<file path="src/hw/rtl/round_robin_node_picker_macros.svh">
// Assertion macros used by the round-robin node picker controller.
`ifndef ROUND_ROBIN_NODE_PICKER_MACROS_SVH
`define ROUND_ROBIN_NODE_PICKER_MACROS_SVH

`ifndef SYNTHESIS

// Same-cycle implication, checked at every rising edge outside reset.
`define RRNP_ASSERT_IMP(lbl, ante, cons, msg) \
    lbl: assert property (@(posedge clk) disable iff (!rst_n) (ante) |-> (cons)) \
        else $error(msg);

// Next-cycle implication, checked at every rising edge outside reset.
`define RRNP_ASSERT_NXT(lbl, ante, cons, msg) \
    lbl: assert property (@(posedge clk) disable iff (!rst_n) (ante) |=> (cons)) \
        else $error(msg);

`else

`define RRNP_ASSERT_IMP(lbl, ante, cons, msg)
`define RRNP_ASSERT_NXT(lbl, ante, cons, msg)

`endif

`endif

</file>
<file path="src/hw/rtl/rrnp_pkg.sv">
// Shared types, codes and defaults of the round-robin node picker.
`default_nettype none

package rrnp_pkg;

    localparam int NODES_DEF      = 64;
    localparam int MAX_DECODE_DEF = 16;

    localparam int CFG_IDX_W  = 1;
    localparam int CFG_DATA_W = 7;

    localparam logic [CFG_IDX_W-1:0] CFG_SINGLE_COUNT  = 1'd0;
    localparam logic [CFG_IDX_W-1:0] CFG_PREFILL_COUNT = 1'd1;

    localparam logic [1:0] REQ_STATUS = 2'd0;
    localparam logic [1:0] REQ_SCHED  = 2'd1;
    localparam logic [1:0] REQ_LIST   = 2'd2;

    localparam logic [1:0] STATUS_PICKED = 2'd0;
    localparam logic [1:0] STATUS_NONE   = 2'd1;
    localparam logic [1:0] STATUS_EMPTY  = 2'd2;

    typedef struct packed {
        logic [1:0]  req_type;
        logic [5:0]  node_slot;
        logic [15:0] total_slots;
        logic [31:0] total_blocks;
        logic [15:0] avail_slots;
        logic [31:0] avail_blocks;
        logic [3:0]  list_pos;
        logic [5:0]  decode_slot;
        logic [4:0]  list_len;
        logic        separate_mode;
        logic        empty_body;
    } rrnp_req_t;

    typedef struct packed {
        logic [1:0] status;
        logic [5:0] first_node;
        logic [5:0] second_node;
    } rrnp_rsp_t;

    typedef enum logic [2:0] {
        S_CLEAR,
        S_IDLE,
        S_NODE_RD,
        S_NODE_CHK,
        S_TBL_CHK,
        S_DEC_CHK,
        S_DONE
    } rrnp_state_t;

    typedef enum logic [1:0] {
        RES_KEEP,
        RES_EMPTY,
        RES_NONE,
        RES_PICK
    } rrnp_res_t;

    typedef struct packed {
        logic      clr_step;
        logic      accept;
        logic      start;
        logic      rd_node;
        logic      rd_table;
        logic      rd_dec;
        logic      next;
        logic      commit_hist;
        logic      out_load;
        rrnp_res_t res;
    } rrnp_cmd_t;

    typedef struct packed {
        logic clr_done;
        logic in_sched;
        logic in_empty;
        logic in_cnt_zero;
        logic sep_mode;
        logic node_ok;
        logic dec_in_range;
        logic dec_ok;
        logic wrapped;
        logic out_free;
    } rrnp_sts_t;

endpackage

`default_nettype wire

</file>
<file path="src/hw/rtl/rrnp_ctrl.sv">
// Controller of the node picker: clearing pass, request sequencing and scan steps.
`default_nettype none

`include "round_robin_node_picker_macros.svh"

module rrnp_ctrl (
    input  logic                clk,
    input  logic                rst_n,
    input  logic                req_valid,
    output logic                req_stall,
    input  rrnp_pkg::rrnp_sts_t sts,
    output rrnp_pkg::rrnp_cmd_t cmd
);

    rrnp_pkg::rrnp_state_t state_reg;
    rrnp_pkg::rrnp_state_t state_next;
    logic                  miss;

    always_ff @(posedge clk or negedge rst_n)
    begin
        if (!rst_n)
        begin
            state_reg <= rrnp_pkg::S_CLEAR;
        end
        else
        begin
            state_reg <= state_next;
        end
    end

    always_comb
    begin
        cmd        = '0;
        cmd.res    = rrnp_pkg::RES_KEEP;
        state_next = state_reg;
        miss       = 1'b0;
        req_stall  = (state_reg != rrnp_pkg::S_IDLE);

        case (state_reg)
            rrnp_pkg::S_CLEAR:
            begin
                cmd.clr_step = 1'b1;
                if (sts.clr_done)
                begin
                    state_next = rrnp_pkg::S_IDLE;
                end
            end
            rrnp_pkg::S_IDLE:
            begin
                if (req_valid)
                begin
                    cmd.accept = 1'b1;
                    if (sts.in_sched)
                    begin
                        if (sts.in_empty)
                        begin
                            cmd.res    = rrnp_pkg::RES_EMPTY;
                            state_next = rrnp_pkg::S_DONE;
                        end
                        else if (sts.in_cnt_zero)
                        begin
                            cmd.res    = rrnp_pkg::RES_NONE;
                            state_next = rrnp_pkg::S_DONE;
                        end
                        else
                        begin
                            cmd.start  = 1'b1;
                            state_next = rrnp_pkg::S_NODE_RD;
                        end
                    end
                end
            end
            rrnp_pkg::S_NODE_RD:
            begin
                cmd.rd_node = 1'b1;
                state_next  = rrnp_pkg::S_NODE_CHK;
            end
            rrnp_pkg::S_NODE_CHK:
            begin
                if (!sts.node_ok)
                begin
                    miss = 1'b1;
                end
                else if (!sts.sep_mode)
                begin
                    cmd.res    = rrnp_pkg::RES_PICK;
                    state_next = rrnp_pkg::S_DONE;
                end
                else
                begin
                    cmd.rd_table = 1'b1;
                    state_next   = rrnp_pkg::S_TBL_CHK;
                end
            end
            rrnp_pkg::S_TBL_CHK:
            begin
                if (!sts.dec_in_range)
                begin
                    miss = 1'b1;
                end
                else
                begin
                    cmd.rd_dec = 1'b1;
                    state_next = rrnp_pkg::S_DEC_CHK;
                end
            end
            rrnp_pkg::S_DEC_CHK:
            begin
                if (sts.dec_ok)
                begin
                    cmd.commit_hist = 1'b1;
                    cmd.res         = rrnp_pkg::RES_PICK;
                    state_next      = rrnp_pkg::S_DONE;
                end
                else
                begin
                    miss = 1'b1;
                end
            end
            rrnp_pkg::S_DONE:
            begin
                if (sts.out_free)
                begin
                    cmd.out_load = 1'b1;
                    state_next   = rrnp_pkg::S_IDLE;
                end
            end
            default:
            begin
                state_next = rrnp_pkg::S_IDLE;
            end
        endcase

        // A failed candidate moves the pointer on; back at the start means no pick.
        if (miss)
        begin
            cmd.next = 1'b1;
            if (sts.wrapped)
            begin
                cmd.res    = rrnp_pkg::RES_NONE;
                state_next = rrnp_pkg::S_DONE;
            end
            else
            begin
                state_next = rrnp_pkg::S_NODE_RD;
            end
        end
    end

    `RRNP_ASSERT_IMP(a_dec_after_tbl, state_reg == rrnp_pkg::S_DEC_CHK, $past(state_reg) == rrnp_pkg::S_TBL_CHK, "decode check not preceded by table read")
    `RRNP_ASSERT_IMP(a_hist_sep_only, cmd.commit_hist, sts.sep_mode && !cmd.next, "decode history written outside a prefill pick")
    `RRNP_ASSERT_NXT(a_done_to_idle, state_reg == rrnp_pkg::S_DONE && sts.out_free, state_reg == rrnp_pkg::S_IDLE, "result beat loaded but controller not idle")

endmodule

`default_nettype wire
</file>
<file path="config.mk">
export PLATFORM = sky130hd
export DESIGN_NAME = rrnp_ctrl
export DESIGN_NICKNAME = d
export VERILOG_FILES = /design/src/hw/rtl/rrnp_pkg.sv /design/src/hw/rtl/rrnp_ctrl.sv
export VERILOG_INCLUDE_DIRS = /design/src /design/src/hw/rtl
export SDC_FILE = /design/constraint.sdc
export NUM_CORES = 1
export LEC_CHECK = 0
export BUFFER_PORTS_ARGS = -buffer_cell sky130_fd_sc_hd__buf_2
export CORE_AREA = 8 8 45 47
export CTS_CLUSTER_SIZE = 30
export DETAILED_ROUTE_END_ITERATION = 16
export DIE_AREA = 0 0 53 55
export SYNTH_ARGS = -nofsm -noshare
export SYNTH_HDL_FRONTEND = slang
export SYNTH_SLANG_ARGS = --single-unit
</file>
<file path="constraint.sdc">
create_clock -name clk -period 1.4 [get_ports clk]
set_input_delay 0.14 -clock clk [delete_from_list [all_inputs] [get_ports clk]]
set_output_delay 0.14 -clock clk [all_outputs]
set_load 0.005 [all_outputs]
</file>
* Word-level counts from Yosys, hierarchy flattened
Cells that the tools add are included.
Word-level totals: register bits 3, word-level logic and storage cells 61
Operators by class: multiplexer cells 44, equality and inequality tests 14, reduce and logical (&&, ||, !) cells 2
Operators with widths (number):
- 2-to-1 mux 3 bit | 11
- 2-to-1 mux 2 bit | 12
- != test 3 bit, second input constant | 7
- case mux 3 bit (7 select lines) | 1
- 2-to-1 mux 1 bit | 18
- equality test 3 bit, second input constant | 3
- AND reduction 7 bit | 1
- equality test 3 x 2 -> 1 bit, second input constant | 2
- case mux 2 bit (3 select lines) | 1
- equality test 3 x 1 -> 1 bit, second input constant | 1
- zero test 3 bit | 1
- != test 3 x 1 -> 1 bit, second input constant | 1
- case mux 1 bit (3 select lines) | 1

* Depth between registers and ports, before layout
Gate-level depths: netlist of run 1.
depth in word-level cells 7, depth in mapped cells 5, gate-level depth less buffers 4

* Least setup slack after synthesis of run 1
No wires, ideal clock.
path type flip-flop to output port, start point register state_reg[2], end point output cmd[1] (netlist bit), stages on the path, launching flop included 6, data arrival time 1.181 ns, buffers on the path 1, required time 1.260 ns, setup slack 0.079 ns, path through dfrtp_1 > or3b_1 > buf_2 > nor3_2 > nand2_1 > nand3_1
RTL lines:
- start: declaration | line rrnp_ctrl.sv:15 | rrnp_pkg::rrnp_state_t state_reg;
- start signal: assignment | line rrnp_ctrl.sv:23 | state_reg <= rrnp_pkg::S_CLEAR;
- start signal: assignment | line rrnp_ctrl.sv:27 | state_reg <= state_next;
- end: declaration | line rrnp_ctrl.sv:12 | output rrnp_pkg::rrnp_cmd_t cmd

==> metrics.md, run 1 <==
| Metric | Value |
|---|---|
| Result of the run | complete, but fails checks |
| Failing checks | negative setup slack |
| Synth top cells by count | nand2_1, nand3_1, nor2_1, nand2b_1, o21ai_0 |
| Setup ws final | -0.184 ns |
| Worst-path clk slew | 0.04 ns |
| Post-Syn Area per Cell | 6.70 um^2 |
| Yosys top cell area share | 19.7% |
| Starting Density | 27.6% |
| Cell internal pwr | 1.07 mW |
| Die width | 53 um |
| Unrepaired setup endpoints after global routing | true |
| Crit path required time | 1.26 ns |
| Root buf cell | clkbuf_4 |
| Clk sinks | 3 |
| Static Leak | 0.413 nW |
| Post-route design area | 831 um^2 |
| Worst relative slew slack | 82.9% |
| Switching power | 0.764 mW |
| Share of cells above drive strength 1 | 69.0% |
| Delay-heaviest family, CP | simple AND/OR/NAND/NOR gates |
| Max reg flops | 3 |
| Worst skew pair latency | 0.23 ns |
| Drt total wl | 1.64 mm |
| Max Cap Viol | 0 |
| DR vias | 581 |
| Synth-to-layout area growth | 118% |
| Clock share of power | 8.2% |
| Vias/cell | 5.01 |
| Register area share after synthesis | 19.7% |
| Drt pass-1 iters | 4 |
| CTS H-tree lvls | 1 |
| Placed instance area | 567 um^2 |
| Multi-input logic area | 382 um^2 |
| Syn Inst Count | 57 |
| Vias in the first global route | 557 |
| Die height | 55 um |
| Max incr delay on CP | 0.45 ns |
| CP Max Fanout | 4 |
| Post-Layout Cell Count | 116 |
| Fin crit period | 1.58 ns |
| Input/output buffers | 24 |
| Final Hold Violating Endpoints | 0 |
| Final ANT Viol Nets | 0 |
| Post-synthesis instance area | 382 um^2 |
| Logic pwr share | 81.0% |
| Fmax | 631 MHz |
| Hold Path Class | in2reg |
| Register area | 76.3 um^2 |
| Final setup viols | 8 |
| Site row count | 14 |
| Async S/R FF share, synth | 100% |
| CP Launch Type | flop |
| Crit. End Element | output port |
| Synth top area cells | dfrtp_1, nand2_1, nand2b_1 |
| Post-synth EDFFs | 0 |
| Worst-margin pin slew | 0.256 ns |
| Layout Skew | 0.00217 ns |
| Top FF cell, synth | dfrtp_1 |
| Synth warn | 0 |
| Antenna Cells | 0 |
| Fin nets | 114 |
| Final total power | 1.83 mW |
| P per Cell Area | 2200 nW/um^2 |
| First-pass GRT wire length | 2.37 mm |
| Grt ovf | 0 |
| Post-DP HPWL | 1.02 mm |
| Period utilization | 113% |
| Worst slack at placement | -0.0132 ns |
| CTS max path bufs | 2 |
| CTS tree | done |
| Post-Synthesis Net Count | 70 |
| Flop pwr share | 10.8% |
| Register bit total from synthesis | 3 |
| Top Ports | 25 |
| Wire length per cell | 14.1 um |
| GPL Wtd Cong | 0.839 |
| Initial DRC Count | 6 |
| Filler instances | 128 |
| Core area | 1380 um^2 |
| Total die area | 2920 um^2 |
| Setup CP Type | reg2out |
| Pins Over Slew Limit | 0 |
| Switching Fraction | 41.8% |
| CP arrival | 1.44 ns |
| Leading area contributor after synthesis | dfrtp_1 |
| Buf/Inv on CP | 1 |
| CTS Buf Count | 3 |
| Dpl cells | 102 |
| Crit-path slowest cell | or3b_4 |
| Worst vdd ir | 1.07 mV |
| # DRC | 0 |
| Initial antenna violation count | 0 |
| GRT Overall Usage | 10.7% |
| Worst path cell trace | or3b_4 -> nor3_2 -> nand2_1 -> nand3_2 -> buf_2 |
| Most common cell in the netlist | nand2_1 |
| Util after Layout | 60.0% |
| Pin count of the biggest net entering global routing | 9 |
| Netlist cell types | 23 |
==> metal layers <==
metal | vias to the layer above | wire [um] | global-route usage (%)
li1 | 286 | - | -
met1 | 276 | 542 | 8.97
met3 | 2 | 130 | 4.28
met4 | 0 | 18 | 5.17
met5 | - | 0 | 0
met2 | 17 | 948 | 21.3
==> power groups by stage <==
stage / sequential (mW) / clock (mW) / combinational, mW
3_5_place_dp: 0.185 / 0 / 0.869
4_1_cts: 0.194 / 0.161 / 1.22
6_report: 0.198 / 0.151 / 1.48
2_1_floorplan: 0.179 / 0 / 0.517
3_3_place_gp: 0.179 / 0 / 0.872
5_1_grt: 0.202 / 0.168 / 1.58
==> final timing paths <==
kind                            slack, ns    startpoint  cells past startpoint           end
worst min-delay path                 0.19        sts[0]                      2  state_reg[2]
min in group asynchronous            0.23         rst_n                      2  state_reg[2]
max in group asynchronous            1.05         rst_n                      2  state_reg[0]
worst max register to register      -0.08  state_reg[0]                      5  state_reg[2]
worst max-delay path                -0.18  state_reg[2]                      5        cmd[1]
worst min register to register       0.72  state_reg[0]                      2  state_reg[0]
==> area by class of cell <==
type | instances | share of cell area (%)
multi-input cells | 46 | 45.9
repair buffers | 44 | 38.0
flip-flops and latches | 3 | 9.19
clock buffers | 4 | 3.16
well taps | 16 | 2.41
inverters | 3 | 1.36
==> cell usage in the layout (no fill, tap or decap), types with 2 or more instances in the layout <==
cell / count
buf_6: 10
buf_2: 22
o21ai_0: 3
nand3_1: 4
dfrtp_1: 2
nor2_2: 2
nand2_1: 6
clkbuf_4: 3
inv_1: 3
buf_4: 11
nand2b_4: 3
nor2_1: 3
nor3_2: 3
nand2_2: 5
==> stage by stage <==
| stage | hold WS, ns | TNS, ns |
|---|---|---|
| finish | 0.194 | -0.899 |
| global route | 0.201 | -1.47 |
| CTS | 0.180 | -0.857 |
| detailed placement | -0.0622 | -0.0132 |
| global placement | -0.0635 | -0.00756 |
| floorplan | -0.156 | 0 |
==> repair_timing <==
item,CTS,global route
setup buffers,8,3
endpoints found under the setup margin,6,14
pin swaps,6,11
hold buffers,1,0
resized for setup,18,19
hold endpoints to repair,3,0
==> kinds of logic (layout without fill, tap and decap cells) <==
family                 count (synthesis)  count (layout)  share of synthesized area, %
buffers and inverters                  8              51                          10.8
and+or+nand+nor                       33              33                          42.3
muxes                                  2               2                          5.57
DFF                                    3               3                          19.7
AOI/OAI and AO/OA                     11              11                          21.6
==> worst register-to-register path: stages (launching register included) <==
cell	delay, ns
dfrtp_2	0.43
mux2_4	0.33
o32ai_4	0.16
buf_4	0.17
nand3b_1	0.14
o311ai_2	0.13
(Power assumes the default switching activity.)
==> inputs of run 2 (changes only) <==
PLACE_DENSITY = 0.55   (was unset)
==> run 2 against run 1 <==
  * The flow still finishes with violations (negative setup slack)
  * Sequential cell count unchanged
  * Via count down 1.4%
  * Sequential power about the same
  * Setup slack worse by 0.0077 ns
  * Highest routed layer unchanged
  * Sequential share of layout area up 0.56 points
  * Cell count down 2.6%
  * Count of clock-buffer cells in the layout unchanged
==> metrics.md, run 2 (synthesis gave the netlist of run 1 again) <==
| Metric | Value |
|---|---|
| Period utilization | 114% (was 113%) |
| Logic pwr share | 79.0% (was 81.0%) |
| Switching power | 0.711 mW (was 0.764 mW) |
| Worst hold start | sts[0] (unchanged) |
| Setup CP Type | reg2out (unchanged) |
| Final Hold Violating Endpoints | 0 (unchanged) |
| Failing checks | negative setup slack (unchanged) |
| Layout Skew | 0.00589 ns (was 0.00217 ns) |
| Post-DP HPWL | 1.03 mm (was 1.02 mm) |
| Clk sinks | 3 (unchanged) |
| Crit path from | state_reg[0] (was state_reg[2]) |
| CTS tree | done (unchanged) |
| Input/output buffers | 24 (unchanged) |
| Commonest non-fill, non-tap cells in the layout | buf_2, nand2_1, buf_6, buf_4, nand3_1 (was buf_2, buf_4, buf_6, nand2_1, nand2_2) |
| Wire length per cell | 13.5 um (was 14.1 um) |
| Post-route design area | 783 um^2 (was 831 um^2) |
| # DRC | 0 (unchanged) |
| Site row count | 14 (unchanged) |
| Core area | 1380 um^2 (unchanged) |
| Buf/Inv on CP | 1 (unchanged) |
| Drt pass-1 iters | 4 (unchanged) |
| CTS Buf Count | 3 (unchanged) |
| GRT Overall Usage | 10.1% (was 10.7%) |
| Max incr delay on CP | 0.43 ns (was 0.45 ns) |
| Clock share of power | 9.4% (was 8.2%) |
| Share of cells above drive strength 1 | 61.9% (was 69.0%) |
| Die width | 53 um (unchanged) |
| Worst-margin pin slew | 0.262 ns (was 0.256 ns) |
| Fmax | 628 MHz (was 631 MHz) |
| Max reg flops | 3 (unchanged) |
| Max Cap Viol | 0 (unchanged) |
| Placed instance area | 567 um^2 (unchanged) |
| Reg2reg start | state_reg[0] (unchanged) |
| Pins Over Slew Limit | 0 (unchanged) |
| Worst-path clk slew | 0.04 ns (about the same) |
| Multi-input logic area | 369 um^2 (was 382 um^2) |
| Filler instances | 131 (was 128) |
| Synth-to-layout area growth | 105% (was 118%) |
| Die height | 55 um (unchanged) |
| Antenna Cells | 0 (unchanged) |
| CP Launch Type | flop (unchanged) |
| Final ANT Viol Nets | 0 (unchanged) |
| GPL Wtd Cong | 0.777 (was 0.839) |
| Initial DRC Count | 6 (unchanged) |
| Total die area | 2920 um^2 (unchanged) |
| First-pass GRT wire length | 2.24 mm (was 2.37 mm) |
| Result of the run | complete, but fails checks (unchanged) |
| Worst path cell trace | mux2_4 -> o32ai_4 -> nand2_2 -> nand3_1 -> buf_2 (was or3b_4 -> nor3_2 -> nand2_1 -> nand3_2 -> buf_2) |
| Worst slack at placement | -0.00104 ns (was -0.0132 ns) |
| Vias in the first global route | 553 (was 557) |
| Crit path required time | 1.26 ns (about the same) |
| Initial antenna violation count | 0 (unchanged) |
| Switching Fraction | 42.3% (was 41.8%) |
| Commonest non-fill, non-tap cell in the layout | buf_2 (unchanged) |
| Unrepaired setup endpoints after global routing | true (unchanged) |
| CTS max path bufs | 2 (unchanged) |
| Top Ports | 25 (unchanged) |
| Final setup viols | 7 (was 8) |
| Drt total wl | 1.53 mm (was 1.64 mm) |
| Delay-heaviest family, CP | flip-flops (was simple AND/OR/NAND/NOR gates) |
| Crit. End Element | output port (unchanged) |
| CP arrival | 1.45 ns (was 1.44 ns) |
| Worst vdd ir | 1.03 mV (was 1.07 mV) |
| CP Max Fanout | 5 (was 4) |
| Vias/cell | 5.07 (was 5.01) |
| Hold Path Class | in2reg (unchanged) |
| Flop pwr share | 11.6% (was 10.8%) |
| Grt ovf | 0 (unchanged) |
| DR vias | 573 (was 581) |
| Fin crit period | 1.59 ns (was 1.58 ns) |
| Worst skew pair latency | 0.24 ns (was 0.23 ns) |
| Setup ws final | -0.192 ns (was -0.184 ns) |
| Root buf cell | clkbuf_4 (unchanged) |
| Fin Hold WS | 0.166 ns (was 0.194 ns) |
| Worst relative slew slack | 82.5% (was 82.9%) |
| P per Cell Area | 2140 nW/um^2 (was 2200 nW/um^2) |
| Cell internal pwr | 0.969 mW (was 1.07 mW) |
| Crit-path slowest cell | dfrtp_2 (was or3b_4) |
| Static Leak | 0.392 nW (was 0.413 nW) |
| Register area | 76.3 um^2 (unchanged) |
| CTS H-tree lvls | 1 (unchanged) |
| Fin nets | 111 (was 114) |
| Setup TNS | -0.717 ns (was -0.899 ns) |
| Pin count of the biggest net entering global routing | 13 (was 9) |
| Starting Density | 27.6% (unchanged) |
| Util after Layout | 56.6% (was 60.0%) |
[run 2: through the flow]
| stage | power [mW] | instances |
|---|---|---|
| after CTS | 1.42 | 110 |
| after detailed placement | 1.05 | 102 |
| after global routing | 1.81 | 113 |
| final | 1.68 | 113 |
| after global placement | 1.05 | 102 |
| after floorplan | 0.696 | 57 |
[run 2: cell type report]
| class | count | area share, % |
|---|---|---|
| multi-input cells | 46 | 47.1 |
| repair buffers | 41 | 35.8 |
| flip-flops and latches | 3 | 9.74 |
| clock buffers | 4 | 3.35 |
| well taps | 16 | 2.56 |
| inverters | 3 | 1.44 |
[run 2: layer usage]
metal	wire, um	GRT usage [%]
met1	554	10.0
met2	805	17.6
met3	134	4.28
met4	36	5.17
met5	0	0
[run 2: worst register-to-register path, stage by stage, from the launching register on]
cell	delay [ns]
dfrtp_2	0.43
mux2_4	0.33
o32ai_4	0.13
buf_6	0.15
nand3b_1	0.14
o311ai_4	0.10
[run 2: final timing paths]
path,to,slack [ns],cells after the start
setup / recovery,cmd[1],-0.19,5
hold / removal,state_reg[2],0.17,2
setup reg to reg,state_reg[2],0,5
hold reg to reg,state_reg[0],0.70,2
max in group asynchronous,state_reg[0],1.05,2
min in group asynchronous,state_reg[2],0.23,2
[run 2: power by group through the flow]
| stage | sequential [mW] | combinational (mW) | clock [mW] |
|---|---|---|---|
| floorplan | 0.179 | 0.517 | 0 |
| global placement | 0.171 | 0.877 | 0 |
| detailed placement | 0.176 | 0.872 | 0 |
| CTS | 0.187 | 1.08 | 0.156 |
| global route | 0.204 | 1.44 | 0.170 |
| finish | 0.195 | 1.33 | 0.158 |
[run 2: repair_timing]
action	CTS	global route
hold buffers	1	0
pin swaps	6	5
endpoints found under the setup margin	6	11
setup buffers	3	3
endpoints found under the hold margin	3	0
resized for setup	15	15
cloned	0	1
==> inputs of run 3 (changes only) <==
CTS_CLUSTER_SIZE = unset   (was 30)
SKIP_CTS_REPAIR_TIMING = 1   (was unset)
==> run 3 against run 2 <==
  * The flow still finishes with violations (negative setup slack)
  * Setup slack improved by 0.018 ns
  * Sequential share of layout area up 0.26 points
  * Combinational power decreased by 5%
  * Non-clock buffer count shrank 1
  * Cell count is 0.88% lower
  * Clock skew down 0.0021 ns
  * Routed wire length is 2.4% lower
  * Sequential cell count unchanged
  * Critical path type unchanged
  * Critical endpoint unchanged
  * Highest routed layer unchanged
==> metrics.md, run 3 (synthesis gave the netlist of run 1 again) <==
| Metric | Value |
|---|---|
| CTS H-tree lvls | 1 (unchanged) |
| Logic pwr share | 78.8% (was 79.0%) |
| Worst relative slew slack | 84.7% (was 82.5%) |
| GPL Wtd Cong | 0.777 (unchanged) |
| Clock share of power | 9.2% (was 9.4%) |
| Grt ovf | 0 (unchanged) |
| Hold Path Class | in2reg (unchanged) |
| Initial DRC Count | 2 (was 6) |
| Max reg flops | 3 (unchanged) |
| DR vias | 547 (was 573) |
| Worst-margin pin slew | 0.226 ns (was 0.262 ns) |
| Worst vdd ir | 0.965 mV (was 1.03 mV) |
| Crit. End Element | output port (unchanged) |
| Site row count | 14 (unchanged) |
| GRT Overall Usage | 9.52% (was 10.1%) |
| Period utilization | 112% (was 114%) |
| Synth-to-layout area growth | 100% (was 105%) |
| Die width | 53 um (unchanged) |
| Starting Density | 27.6% (unchanged) |
| Flop pwr share | 12.0% (was 11.6%) |
| Drt pass-1 iters | 2 (was 4) |
| Crit path required time | 1.26 ns (about the same) |
| Cell internal pwr | 0.925 mW (was 0.969 mW) |
| Fin Hold WS | 0.163 ns (was 0.166 ns) |
| Worst slack at placement | -0.00104 ns (unchanged) |
| Setup TNS | -0.694 ns (was -0.717 ns) |
| Post-Layout Cell Count | 112 (was 113) |
| Drt total wl | 1.49 mm (was 1.53 mm) |
| Vias/cell | 4.88 (was 5.07) |
| Worst skew pair latency | 0.23 ns (was 0.24 ns) |
| Commonest non-fill, non-tap cell in the layout | buf_2 (unchanged) |
| Fin crit period | 1.57 ns (was 1.59 ns) |
| Setup ws final | -0.173 ns (was -0.192 ns) |
| Failing checks | negative setup slack (unchanged) |
| Pin count of the biggest net entering global routing | 13 (unchanged) |
| Filler instances | 135 (was 131) |
| Vias in the first global route | 525 (was 553) |
| Share of cells above drive strength 1 | 60.4% (was 61.9%) |
| Register area | 76.3 um^2 (unchanged) |
| Static Leak | 0.379 nW (was 0.392 nW) |
| CTS Buf Count | 3 (unchanged) |
| Result of the run | complete, but fails checks (unchanged) |
| Antenna Cells | 0 (unchanged) |
| Core area | 1380 um^2 (unchanged) |
| Post-route design area | 763 um^2 (was 783 um^2) |
| Layout Skew | 0.00382 ns (was 0.00589 ns) |
| Die height | 55 um (unchanged) |
| Clk sinks | 3 (unchanged) |
| Final Hold Violating Endpoints | 0 (unchanged) |
| Multi-input logic area | 367 um^2 (was 369 um^2) |
| CP Launch Type | flop (unchanged) |
| Root buf cell | clkbuf_4 (unchanged) |
| Worst-path clk slew | 0.04 ns (about the same) |
| Util after Layout | 55.2% (was 56.6%) |
| P per Cell Area | 2100 nW/um^2 (was 2140 nW/um^2) |
| Total die area | 2920 um^2 (unchanged) |
| Input/output buffers | 24 (unchanged) |
| Final setup viols | 7 (unchanged) |
| CTS max path bufs | 2 (unchanged) |
| Pins Over Slew Limit | 0 (unchanged) |
| Final ANT Viol Nets | 0 (unchanged) |
| CP Max Fanout | 5 (unchanged) |
| Final total power | 1.61 mW (was 1.68 mW) |
| Placed instance area | 567 um^2 (unchanged) |
| Top Ports | 25 (unchanged) |
| Fmax | 636 MHz (was 628 MHz) |
| Fin nets | 110 (was 111) |
| First-pass GRT wire length | 2.15 mm (was 2.24 mm) |
| Max Cap Viol | 0 (unchanged) |
| Wire length per cell | 13.3 um (was 13.5 um) |
| Initial antenna violation count | 0 (unchanged) |
| Switching Fraction | 42.3% (about the same) |
| Switching power | 0.680 mW (was 0.711 mW) |
| # DRC | 0 (unchanged) |
| Post-DP HPWL | 1.03 mm (unchanged) |
| Dpl cells | 102 (unchanged) |
| Commonest non-fill, non-tap cells in the layout | buf_2, nand2_1, buf_4, buf_6 (was buf_2, nand2_1, buf_6, buf_4, nand3_1) |
| CP arrival | 1.43 ns (was 1.45 ns) |
| Setup CP Type | reg2out (unchanged) |
| CTS tree | done (unchanged) |
| Unrepaired setup endpoints after global routing | true (unchanged) |
run 3: changes by cell type in the layout (fill, tap and decap cells not counted), sizes merged:
cell / previous run / this run
buf: 40 / 38
clkbuf: 4 / 5
run 3: layer usage:
| metal | routed length (um) | vias to the layer above | GRT usage, % |
|---|---|---|---|
| met3 | 109 | 2 | 3.74 |
| met4 | 16 | 0 | 3.88 |
| li1 | - | 277 | - |
| met5 | 0 | - | 0 |
| met1 | 559 | 254 | 10.8 |
| met2 | 809 | 14 | 15.6 |
run 3: power groups by stage:
stage,Sequential (mW),Combinational (mW),Clock [mW]
3_3_place_gp,0.171,0.877,0
6_report,0.193,1.26,0.148
4_1_cts,0.174,0.876,0.156
3_5_place_dp,0.176,0.872,0
5_1_grt,0.203,1.39,0.161
2_1_floorplan,0.179,0.517,0
run 3: area by class of cell:
cell class / instances / area share (%)
clock buffers: 4 / 3.44
inverters: 3 / 1.48
multi-input cells: 46 / 48.0
flip-flops and latches: 3 / 10.0
well taps: 16 / 2.62
repair buffers: 40 / 34.4
run 3: critical path, stage by stage, from the launching register on:
cell,delay (ns)
dfrtp_2,0.43
mux2_4,0.33
o32ai_4,0.11
nand2_1,0.12
nand3_1,0.10
buf_2,0.11
run 3: path summary, 6_finish.rpt:
path	end	slack, ns	cells after the start	start
setup / recovery	cmd[1]	-0.17	5	state_reg[0]
hold / removal	state_reg[2]	0.16	2	sts[0]
setup reg to reg	state_reg[2]	0.05	5	state_reg[0]
hold reg to reg	state_reg[0]	0.72	2	state_reg[0]
max in group asynchronous	state_reg[0]	1.03	2	rst_n
min in group asynchronous	state_reg[2]	0.24	2	rst_n
